`config.mk`:
```
export PLATFORM = sky130hd
export DESIGN_NAME = movement_detector_hysteresis
export DESIGN_NICKNAME = d
export VERILOG_FILES = /design/src/hdl/mdh_pkg.sv /design/src/hdl/movement_detector_hysteresis.sv /design/src/hdl/mdh_isqrt.sv
export SDC_FILE = /design/constraint.sdc
export NUM_CORES = 2
export LEC_CHECK = 0
export BUFFER_PORTS_ARGS = -buffer_cell sky130_fd_sc_hd__buf_4
export CORE_UTILIZATION = 54
export DETAILED_ROUTE_END_ITERATION = 10
export PLACE_DENSITY_LB_ADDON = 0.25
export RECOVER_POWER = 25
export SETUP_SLACK_MARGIN = 0.2
export SLEW_MARGIN = 20
export SYNTH_ARGS = -nofsm -noshare
export SYNTH_HDL_FRONTEND = slang
export SYNTH_SLANG_ARGS = --single-unit
```
`constraint.sdc`:
```
create_clock -name clk_i -period 15.65 [get_ports clk_i]
set_input_delay 1.565 -clock clk_i [delete_from_list [all_inputs] [get_ports clk_i]]
set_output_delay 1.565 -clock clk_i [all_outputs]
set_load 0.02 [all_outputs]
```
`src/hdl/mdh_pkg.sv`:
```
// Shared widths, register indexes, reset values and mode codes of the movement detector.
package mdh_pkg;

  localparam int unsigned SAMPLE_W   = 16;
  localparam int unsigned DIFF_W     = SAMPLE_W + 1;
  localparam int unsigned SUM_W      = 2 * DIFF_W;
  localparam int unsigned FRAC_W     = 16;
  localparam int unsigned RAD_W      = SUM_W + FRAC_W;
  localparam int unsigned ROOT_W     = RAD_W / 2;
  localparam int unsigned LEVEL_W    = 32;
  localparam int unsigned DECAY_W    = 16;
  localparam int unsigned TIME_W     = 32;
  localparam int unsigned ELAPSED_W  = 16;
  localparam int unsigned MAX_AXES   = 4;
  localparam int unsigned AXES_DEF   = 3;
  localparam int unsigned CFG_IDX_W  = 2;
  localparam int unsigned CFG_DATA_W = 32;
  localparam int unsigned IN_DATA_W  = MAX_AXES * SAMPLE_W + ELAPSED_W;
  localparam int unsigned OUT_BITS   = 2 + LEVEL_W + 2;
  localparam int unsigned OUT_DATA_W = ((OUT_BITS + 7) / 8) * 8;

  localparam logic [LEVEL_W-1:0] UPPER_RST   = LEVEL_W'(1280);
  localparam logic [LEVEL_W-1:0] LOWER_RST   = LEVEL_W'(512);
  localparam logic [DECAY_W-1:0] DECAY_RST   = DECAY_W'(62259);
  localparam logic [TIME_W-1:0]  TIMEOUT_RST = '0;

  typedef enum logic [1:0] {
    MODE_SEEK_MOVE  = 2'd0,
    MODE_SEEK_STILL = 2'd1,
    MODE_TIMEOUT    = 2'd2
  } mode_e;

  typedef enum logic [CFG_IDX_W-1:0] {
    REG_UPPER   = 2'd0,
    REG_LOWER   = 2'd1,
    REG_DECAY   = 2'd2,
    REG_TIMEOUT = 2'd3
  } cfg_reg_e;

endpackage

```
`src/hdl/movement_detector_hysteresis.sv`:
```
// Movement detector: leaky motion index with a three-mode hysteresis machine.
// Each item passes the axis differences, the 25-step square root unit (skipped
// for the first item after reset) and the decision; a new item is taken once the
// previous one has left the core, so output stalls also hold back the input.
// Reset is asynchronous, active low; it restores the default registers, the
// timeout mode and a zero index.
module movement_detector_hysteresis
  import mdh_pkg::*;
#(
  parameter int unsigned AXES = AXES_DEF
) (
  input  logic                  clk_i,
  input  logic                  rst_ni,
  input  logic                  cfg_we_i,
  input  logic [CFG_IDX_W-1:0]  cfg_index_i,
  input  logic [CFG_DATA_W-1:0] cfg_wdata_i,
  input  logic                  s_axis_tvalid,
  output logic                  s_axis_tready,
  // Fields from bit 0: axis_0, axis_1, axis_2, axis_3, elapsed_ms.
  input  logic [IN_DATA_W-1:0]  s_axis_tdata,
  output logic                  m_axis_tvalid,
  input  logic                  m_axis_tready,
  // Fields from bit 0: movement_found, stillness_found, index_value, detector_mode, zero fill.
  output logic [OUT_DATA_W-1:0] m_axis_tdata
);

  localparam int unsigned AX_CNT_W = (AXES > 1) ? $clog2(AXES) : 1;
  localparam int unsigned MUL_CNT_W = $clog2(DECAY_W + 1);

  typedef enum logic [3:0] {
    ST_IDLE   = 4'b0001,
    ST_DIFF   = 4'b0010,
    ST_SQRT   = 4'b0100,
    ST_DECIDE = 4'b1000
  } state_e;

  state_e state_q, state_d;

  logic [LEVEL_W-1:0] upper_q, lower_q;
  logic [DECAY_W-1:0] decay_q;
  logic [TIME_W-1:0]  timeout_q;

  logic signed [SAMPLE_W-1:0] cur_q  [AXES];
  logic signed [SAMPLE_W-1:0] prev_q [AXES];
  logic [ELAPSED_W-1:0]       elapsed_q;
  logic [AX_CNT_W-1:0]        ax_cnt_q;
  logic [SUM_W-1:0]           sum_q, sum_d;
  logic signed [DIFF_W-1:0]   diff;
  logic [DIFF_W-1:0]          abs_diff;
  logic                       ax_last;

  logic [DECAY_W-1:0]   mul_sh_q;
  logic [LEVEL_W-1:0]   prod_q;
  logic [LEVEL_W:0]     prod_add;
  logic [MUL_CNT_W-1:0] mul_cnt_q;

  logic              sqrt_start, sqrt_done;
  logic [ROOT_W-1:0] root;
  logic [LEVEL_W:0]  level_sum;

  logic               first_q;
  logic [LEVEL_W-1:0] level_q;
  mode_e              mode_q, mode_d;
  logic [TIME_W-1:0]  wait_q, wait_d;
  logic [TIME_W:0]    wait_sum;
  logic               moved, still;

  logic               out_valid_q, out_free;
  logic               moved_q, still_q;
  logic [LEVEL_W-1:0] index_q;
  mode_e              out_mode_q;

  logic in_take;

  assign s_axis_tready = (state_q == ST_IDLE);
  assign in_take       = s_axis_tvalid && s_axis_tready;
  assign out_free      = !out_valid_q || m_axis_tready;

  // Configuration registers.
  always_ff @(posedge clk_i or negedge rst_ni) begin
    if (!rst_ni) begin
      upper_q   <= UPPER_RST;
      lower_q   <= LOWER_RST;
      decay_q   <= DECAY_RST;
      timeout_q <= TIMEOUT_RST;
    end else if (cfg_we_i) begin
      unique case (cfg_index_i)
        REG_UPPER:   upper_q   <= cfg_wdata_i[LEVEL_W-1:0];
        REG_LOWER:   lower_q   <= cfg_wdata_i[LEVEL_W-1:0];
        REG_DECAY:   decay_q   <= cfg_wdata_i[DECAY_W-1:0];
        REG_TIMEOUT: timeout_q <= cfg_wdata_i[TIME_W-1:0];
        default: ;
      endcase
    end
  end

  // One axis per cycle: the head of the sample and history shift lines.
  assign diff     = DIFF_W'(cur_q[0]) - DIFF_W'(prev_q[0]);
  assign abs_diff = diff[DIFF_W-1] ? DIFF_W'(-diff) : DIFF_W'(diff);
  assign sum_d    = sum_q + SUM_W'(abs_diff * abs_diff);
  assign ax_last  = (ax_cnt_q == AX_CNT_W'(AXES - 1));

  assign sqrt_start = (state_q == ST_DIFF) && ax_last && !first_q;

  mdh_isqrt u_isqrt (
    .clk_i      (clk_i),
    .rst_ni     (rst_ni),
    .start_i    (sqrt_start),
    .radicand_i ({sum_d, FRAC_W'(0)}),
    .done_o     (sqrt_done),
    .root_o     (root)
  );

  // Shift-add decay product, one factor bit per cycle; the dropped low bits
  // give the floor of level * decay / 2^16.
  assign prod_add  = {1'b0, prod_q} + (mul_sh_q[0] ? {1'b0, level_q} : '0);
  assign level_sum = {1'b0, prod_q} + (LEVEL_W + 1)'(root);

  always_comb begin
    state_d = state_q;
    unique case (state_q)
      ST_IDLE:   if (in_take) state_d = ST_DIFF;
      ST_DIFF:   if (ax_last) state_d = first_q ? ST_DECIDE : ST_SQRT;
      ST_SQRT:   if (sqrt_done) state_d = ST_DECIDE;
      ST_DECIDE: if (out_free) state_d = ST_IDLE;
      default:   state_d = ST_IDLE;
    endcase
  end

  // Hysteresis decision on the updated index.
  always_comb begin
    moved    = 1'b0;
    still    = 1'b0;
    mode_d   = mode_q;
    wait_d   = wait_q;
    wait_sum = {1'b0, wait_q} + (TIME_W + 1)'(elapsed_q);
    case (mode_q)
      MODE_SEEK_MOVE: begin
        if (level_q >= upper_q) begin
          moved  = 1'b1;
          mode_d = MODE_SEEK_STILL;
        end
      end
      MODE_SEEK_STILL: begin
        if (level_q < lower_q) begin
          still  = 1'b1;
          mode_d = MODE_TIMEOUT;
          wait_d = '0;
        end
      end
      default: begin
        wait_d = wait_sum[TIME_W] ? '1 : wait_sum[TIME_W-1:0];
        mode_d = (wait_d >= timeout_q) ? MODE_SEEK_MOVE : MODE_TIMEOUT;
      end
    endcase
  end

  always_ff @(posedge clk_i or negedge rst_ni) begin
    if (!rst_ni) begin
      state_q     <= ST_IDLE;
      ax_cnt_q    <= '0;
      mul_cnt_q   <= '0;
      first_q     <= 1'b1;
      level_q     <= '0;
      mode_q      <= MODE_TIMEOUT;
      wait_q      <= '0;
      out_valid_q <= 1'b0;
    end else begin
      state_q <= state_d;
      if (in_take) begin
        ax_cnt_q <= '0;
      end else if (state_q == ST_DIFF) begin
        ax_cnt_q <= ax_cnt_q + AX_CNT_W'(1);
      end
      if (sqrt_start) begin
        mul_cnt_q <= MUL_CNT_W'(DECAY_W);
      end else if (mul_cnt_q != '0) begin
        mul_cnt_q <= mul_cnt_q - MUL_CNT_W'(1);
      end
      if ((state_q == ST_SQRT) && sqrt_done) begin
        level_q <= level_sum[LEVEL_W] ? '1 : level_sum[LEVEL_W-1:0];
      end
      if ((state_q == ST_DECIDE) && out_free) begin
        first_q     <= 1'b0;
        mode_q      <= mode_d;
        wait_q      <= wait_d;
        out_valid_q <= 1'b1;
      end else if (m_axis_tready) begin
        out_valid_q <= 1'b0;
      end
    end
  end

  always_ff @(posedge clk_i) begin
    if (in_take) begin
      for (int k = 0; k < AXES; k++) begin
        cur_q[k] <= s_axis_tdata[k*SAMPLE_W +: SAMPLE_W];
      end
      elapsed_q <= s_axis_tdata[MAX_AXES*SAMPLE_W +: ELAPSED_W];
      sum_q     <= '0;
    end else if (state_q == ST_DIFF) begin
      // The current sample moves into the history line as it is consumed.
      for (int k = 0; k < AXES - 1; k++) begin
        cur_q[k]  <= cur_q[k+1];
        prev_q[k] <= prev_q[k+1];
      end
      prev_q[AXES-1] <= cur_q[0];
      sum_q          <= sum_d;
    end
    if (sqrt_start) begin
      mul_sh_q <= decay_q;
      prod_q   <= '0;
    end else if (mul_cnt_q != '0) begin
      mul_sh_q <= {1'b0, mul_sh_q[DECAY_W-1:1]};
      prod_q   <= prod_add[LEVEL_W:1];
    end
    if ((state_q == ST_DECIDE) && out_free) begin
      moved_q    <= moved;
      still_q    <= still;
      index_q    <= level_q;
      out_mode_q <= mode_d;
    end
  end

  assign m_axis_tvalid = out_valid_q;
  assign m_axis_tdata  = OUT_DATA_W'({out_mode_q, index_q, still_q, moved_q});

endmodule

```
`src/hdl/mdh_isqrt.sv`:
```
// Digit-serial integer square root, two radicand bits per cycle.
module mdh_isqrt
  import mdh_pkg::*;
(
  input  logic              clk_i,
  input  logic              rst_ni,
  input  logic              start_i,
  input  logic [RAD_W-1:0]  radicand_i,
  output logic              done_o,
  output logic [ROOT_W-1:0] root_o
);

  localparam int unsigned REM_W = ROOT_W + 2;
  localparam int unsigned CNT_W = $clog2(ROOT_W + 1);

  logic [RAD_W-1:0]  rad_q;
  logic [REM_W-1:0]  rem_q, rem_d, rem_sh, trial;
  logic [ROOT_W-1:0] root_q, root_d;
  logic [CNT_W-1:0]  cnt_q;
  logic              busy_q, done_q;

  // Bring down the next radicand pair and try to set the next root bit.
  always_comb begin
    rem_sh = {rem_q[REM_W-3:0], rad_q[RAD_W-1 -: 2]};
    trial  = {root_q, 2'b01};
    if (rem_sh >= trial) begin
      rem_d  = rem_sh - trial;
      root_d = {root_q[ROOT_W-2:0], 1'b1};
    end else begin
      rem_d  = rem_sh;
      root_d = {root_q[ROOT_W-2:0], 1'b0};
    end
  end

  always_ff @(posedge clk_i or negedge rst_ni) begin
    if (!rst_ni) begin
      busy_q <= 1'b0;
      done_q <= 1'b0;
      cnt_q  <= '0;
    end else begin
      done_q <= busy_q && (cnt_q == CNT_W'(1));
      if (start_i) begin
        busy_q <= 1'b1;
        cnt_q  <= CNT_W'(ROOT_W);
      end else if (busy_q) begin
        cnt_q <= cnt_q - CNT_W'(1);
        if (cnt_q == CNT_W'(1)) begin
          busy_q <= 1'b0;
        end
      end
    end
  end

  always_ff @(posedge clk_i) begin
    if (start_i) begin
      rad_q  <= radicand_i;
      rem_q  <= '0;
      root_q <= '0;
    end else if (busy_q) begin
      rad_q  <= {rad_q[RAD_W-3:0], 2'b00};
      rem_q  <= rem_d;
      root_q <= root_d;
    end
  end

  assign done_o = done_q;
  assign root_o = root_q;

endmodule

```
Yosys cells after proc, flatten, opt, wreduce, memory -nomap -nowiden
Memories as Yosys holds them, arrays and structs flattened.
Cells that the tools add are included.
{ "op_classes": {"mux": 42, "n_reduce_logical": 22, "bitwise_logic": 3, "eq_ne": 15, "addsub": 10, "mul": 1, "order_cmp": 4} }
{ "ops": {"columns": ["op", "n"], "rows": [
  ["two-way mux 32 bit", 4],
  ["two-way mux 50 bit", 2],
  ["greater-or-equal comparator 32 bit", 2],
  ["two-way mux 16 bit", 4],
  ["one-hot mux 32 bit (2 select lines)", 1],
  ["adder 34 bit", 1],
  ["multiplier 17 x 17 -> 34 bit", 1],
  ["adder 32 x 16 -> 33 bit", 1],
  ["adder 32 x 25 -> 33 bit", 1],
  ["adder 32 x 32 -> 33 bit", 1],
  ["less-than comparator 32 bit", 1],
  ["greater-or-equal comparator 27 bit", 1],
  ["two-way mux 25 bit", 1],
  ["subtractor 25 bit", 1],
  ["two-way mux 4 bit", 5],
  ["two-way mux 5 bit", 4],
  ["two-way mux 17 bit", 1],
  ["negator 17 bit", 1],
  ["subtractor 16 x 16 -> 17 bit", 1],
  ["one-hot mux 4 bit (4 select lines)", 1],
  ["two-way mux 1 bit", 13],
  ["two-way mux 2 bit", 5],
  ["subtractor 5 x 1 -> 5 bit, second input constant", 2],
  ["AND reduction 2 bit", 4],
  ["21 further kinds", 38]
]} }
{ "word_totals": {"regBits": 416, "elab_cells": 125, "n_memories": 2, "ramBits": 96} }
{ "mem_list": {"columns": ["memory", "words", "word_bits", "rd", "rd_ports_with_merged_regs", "write_ports", "line_no", "text"], "rows": [
  ["cur_q", 3, 16, 3, 0, 3, "movement_detector_hysteresis.sv:43", "logic signed [SAMPLE_W-1:0] cur_q [AXES];"],
  ["prev_q", 3, 16, 3, 0, 3, "movement_detector_hysteresis.sv:44", "logic signed [SAMPLE_W-1:0] prev_q [AXES];"]
]} }

Depth between registers and ports, before layout
An unclocked memory read counts as a cell.
{ "logic_depth": {"word_depth": 7, "mapped_depth": 37} }

Hierarchy
Synthesis repeated with hierarchy kept, for this count alone.
{ "hier_totals": {"hier_cells": 3848, "hier_area_um2": 37916.4} }
{ "by_module_without_submodules": {"columns": ["module", "cells_each", "area_each_um2", "instances"], "rows": [
  ["movement_detector_hysteresis", 3262, 31731.7, 1],
  ["mdh_isqrt", 586, 6184.7, 1]
]} }

Least setup slack after synthesis
Ideal clock, no wire load.
{ "synth_timing": {"path_kind": "register -> register", "startpoint": "memory prev_q[0][0]", "endpoint": "register u_isqrt.rad_q[49], data pin", "arrival_time_ns": 8.615, "path_buffers": 1, "setup_slack_ns": 6.760, "stages_incl_launch_ff": 35, "t_required_ns": 15.375, "setup_ns": 0.275, "cell_sequence": "edfxtp_1 -> ha_1 -> fa_1 -> nor2b_4 -> o31a_1 -> o21ai_0 -> o21ai_0 -> o2111ai_1 -> a2111oi_4 -> nor2_1 -> xor2_1 -> inv_1 -> buf_2 -> nand2_1 -> inv_1 -> fa_1 -> inv_1 -> fa_1 -> inv_1 -> fa_1 -> fa_1 -> fa_1 -> inv_1 -> fa_1 -> inv_1 -> ha_1 -> a21oi_1 -> o21ai_0 -> a211oi_1 -> o31ai_1 -> o21ai_0 -> or3_1 -> a31oi_1 -> or3_1 -> a31oi_1"} }
{ "synth_rtl": {"columns": ["item", "line_no", "text"], "rows": [
  ["start, declared", "movement_detector_hysteresis.sv:44", null],
  ["end signal, assigned", "mdh_isqrt.sv:56", "rad_q <= radicand_i;"],
  ["end signal, assigned", "mdh_isqrt.sv:60", "rad_q <= {rad_q[RAD_W-3:0], 2'b00};"],
  ["end, declared", "mdh_isqrt.sv:16", "logic [RAD_W-1:0] rad_q;"]
]} }

==> results by stage <==
Final layout:
- Compared with the post-synthesis result, the final layout area differs by 10.8%.
- The core occupancy in the finished layout is 60.6%.
- The number of diodes is 0.
- The share of cells above drive strength 1 is 10.3%.
- The number of nets in the layout is 4,634.

Critical path:
- The arrival time at the worst endpoint is 10,800 ps.
- The startpoint identified for the worst register-to-register timing path is prev_q[0][0].
- By startpoint and endpoint, the worst setup path is classified as flip-flop to flip-flop.
- The most critical setup path has its startpoint at prev_q[0][0].
- For this run, the slowest stage of the critical path takes 570 ps.
- For this design, the slowest cell found on the critical path is sky130_fd_sc_hd__fa_1.
- Along the worst path, the maximum fanout reaches 11.
- The required time of the critical path is 15,940 ps.
- Among the stages of the critical path, the cell type that occurs most often is sky130_fd_sc_hd__fa_1.
- Grouping stages by cell kind, the critical path spends the most delay in adder cells.
- The logic depth of the worst register-to-register path is 34.
- Together, buffers and inverters on the worst path number 7.
- The worst setup path is captured at a flip-flop.
- The number of stages on the worst setup path is 34.
- The worst setup path is launched from a flip-flop.

STA:
- Headroom to the max-slew limit came out at -177%.
- Of the available clock period, the critical path in the final layout requires 67.2%.
- Setup repair after global routing left no endpoint under its margin.
- The timing-limited maximum frequency is 95.1 MHz.
- The worst-case clock skew is 64.2 ps.
- The max-slew violation total from the final report came to 326.
- At the pin with the least slew margin, the transition time is 4150 ps.
- For the finished layout, the period the worst path requires is 10,520 ps.
- The final-report hold violation count is 0.
- Setup violations remaining at the end of the flow were counted as 0.
- The setup total negative slack is 0 ps.

Synth:
- Counting flops and latches in the post-synthesis netlist gives 512.
- After synthesis, the netlist uses 93 different library cells.
- The most used flip-flop cell after synthesis is sky130_fd_sc_hd__edfxtp_1.
- The Yosys step of the flow raised 0 warnings.
- Summing the sequential cell areas from Yosys gives 36.0% of the chip area.
- The synthesized area per cell is 9.60 um^2.
- The gate count after technology mapping is 3,834.
- The share of async-settable or async-resettable flops after synthesis is 38.7%.
- The number of flops mapped to enable cells by yosys is 198.
- The mapped cell area is 0.0368 mm^2.

Hold path:
- The worst hold path passes through 0 cells.
- The startpoint of the lowest-slack hold path is prev_q[0][22].
- The class of the worst hold path is flip-flop to flip-flop.

CTS:
- The post-cts sizing count is 0.
- The clock tree synthesis step divided the H-tree into 2 levels.
- The CTS tree is built.
- For this design, the sink count on the clock tree is 512.
- In this run the deepest clock path goes through 3 buffers.
- The root buffer cell is sky130_fd_sc_hd__clkbuf_16.
- After clock tree synthesis, the clock-pin slew on the worst setup and hold paths is 60 ps.
- The number of hold-repair buffers added at the cts stage is 0.
- The clock insertion delay at the later pin of the skew report is 640 ps.
- In this run the post-CTS setup repair buffer count came out at 0.
- The number of CTS-inserted buffers is 56.

Route:
- For this run, the detailed router's first-pass iteration total came to 5.
- The routed wire length is 83.3 mm.
- The vias per cell is 5.50.
- For this run, design rule violations remaining after detail routing come to 0.
- In this run the remaining antenna-violating nets after routing total 0.
- The count of routing violations after the opening detailed-route iteration is 1,693.
- Dividing the detail-routed wire length by the instance count gives 17.1 um.
- The overall via count from detail_route is 26.9k.

Die:
- The die boundary height is 263 um.
- The total core area is 0.0673 mm^2.
- The die is 263 um wide.
- 161 I/O pins were placed.
- The die outline area is 0.0692 mm^2.
- For this configuration, the core starts out at a cell density of 54.7%.
- The floorplan has 95 rows.

Flow run:
- The number of max-cap violations is 6.

Global routing:
- The most crowded layer after global routing is met2.
- The met2 global-route usage is 41.8%.
- Global routing used 3.77% of the available met3 tracks.
- The initial antenna violation count is 0.
- The via count of the first global-routing pass is 27.3k.
- The met1 capacity usage during global routing is 33.2%.
- Global routing finished with a remaining overflow of 0.
- The pin count of the biggest net entering global routing is 82.
- The overall routing resource usage is 24.6%.
- The first-pass GRT wire length is 139 mm.

Placement:
- The total of buffers placed on input and output ports is 140.
- Routability-driven placement finished with a final weighted congestion of 0.912.
- The total half-perimeter wirelength after legalization and detailed placement is 62.1 mm.

Run status:
- The run finished, with violations left.
- The checks that failed: max-capacitance violations, max-slew violations.
[worst paths after layout]
check | end | slack (ps)
max reg2reg | u_isqrt.rad_q[49] | 5130
min reg2reg | prev_q[0][6] | 420
min | prev_q[0][6] | 420
min in group asynchronous | level_q[22] | 2390
max | u_isqrt.rad_q[49] | 5130
max in group asynchronous | lower_q[8] | 10630
[sequential cells by signal (all words and copies together), names as in the netlist, 34 cells and up]
signal	count
cur_q	48
prev_q	48
u_isqrt.rad_q	34
sum_q	34
[per-stage QoR]
| step | setup slack (ps) | cell area (um^2) | std cells | hold WS, ps |
|---|---|---|---|---|
| 2_1_floorplan | 6760 | 36800 | 3847 | 400 |
| 3_3_place_gp | 5320 | 38900 | 4778 | 401 |
| 3_5_place_dp | 5300 | 38900 | 4778 | 405 |
| 4_1_cts | 5200 | 40800 | 4884 | 418 |
| 5_1_grt | 4550 | 40800 | 4884 | 422 |
| 6_report | 5130 | 40800 | 4884 | 418 |
[cell usage after synthesis, drive strengths merged (7+ instances only)]
library cell	count	area, um^2
ha	325	4070
inv	566	2120
a211o	7	61.3
o211ai	16	120
xor2	57	499
a21boi	9	67.6
xnor2	88	771
or2	12	75.1
mux2i	45	450
fa	227	4540
and2	57	359
nand3b	8	60.1
nor2b	27	184
edfxtp	198	5950
dfrtp	182	4550
dfstp	16	420
nor2	229	860
o21bai	12	90.1
nand2	478	1790
nand2b	30	188
a211oi	24	180
o21a	25	189
nand3	63	328
buf	27	130
nand4	28	175
o21ai	213	1070
and3	25	156
a21oi	192	961
nor3	26	135
clkbuf	94	353
o31ai	16	120
a21o	108	811
or3	26	168
a22o	26	228
a31oi	31	194
mux2	90	1010
nor4	10	62.6
dfxtp	116	2320
[worst register-to-register path: cells and delay by family, from the launching register on]
kind                     cells  cell delay, ps
buffers and inverters        7             830
flip-flops                   1             400
AO/OA/AOI/OAI               12            3470
AND/OR/NAND/NOR              5            1140
adder cells (fa/ha/maj)      9            4200
XOR/XNOR                     1             150
[cells in the final DEF, fill, tap and decap left out, types with 45 or more instances in the layout]
cell,instances
sky130_fd_sc_hd__dfxtp_1,116
sky130_fd_sc_hd__dfrtp_1,181
sky130_fd_sc_hd__a21o_1,108
sky130_fd_sc_hd__buf_4,138
sky130_fd_sc_hd__clkbuf_16,56
sky130_fd_sc_hd__edfxtp_1,198
sky130_fd_sc_hd__mux2i_1,45
sky130_fd_sc_hd__nor2_1,228
sky130_fd_sc_hd__mux2_2,90
sky130_fd_sc_hd__xor2_1,56
sky130_fd_sc_hd__inv_1,563
sky130_fd_sc_hd__a21oi_1,192
sky130_fd_sc_hd__o21ai_0,210
sky130_fd_sc_hd__xnor2_1,86
sky130_fd_sc_hd__fa_1,227
sky130_fd_sc_hd__and2_1,55
sky130_fd_sc_hd__nand2_1,478
sky130_fd_sc_hd__nand3_1,62
sky130_fd_sc_hd__ha_1,325
[area by class of cell]
type	instances	area, um^2
Multi-Input combinational cell	2645	21000
Sequential cell	512	13200
Clock buffer	65	1450
Timing Repair Buffer	179	1310
Clock inverter	41	520
Tap cell	873	1090
Inverter	569	2140
Fill cell	5699	26500
[cell families after synthesis]
logic type,after synthesis,synth area share (%)
AND/OR/NAND/NOR,1033,12.7
AO/OA/AOI/OAI,765,13.4
buffers and inverters,690,7.12
adder cells (fa/ha/maj),552,23.4
flip-flops,512,36.0
XOR/XNOR,145,3.45
multiplexers,135,3.98
other,2,0.0204
[routing by layer]
layer / routed length (um) / vias up
met3: 4400 / 116
met5: 0 / -
met2: 39900 / 567
met4: 1740 / 0
li1: - / 13200
met1: 37300 / 13000
Power is not shown: default switching activity piles up to over one toggle a cycle in this logic, so the estimate is an artifact.
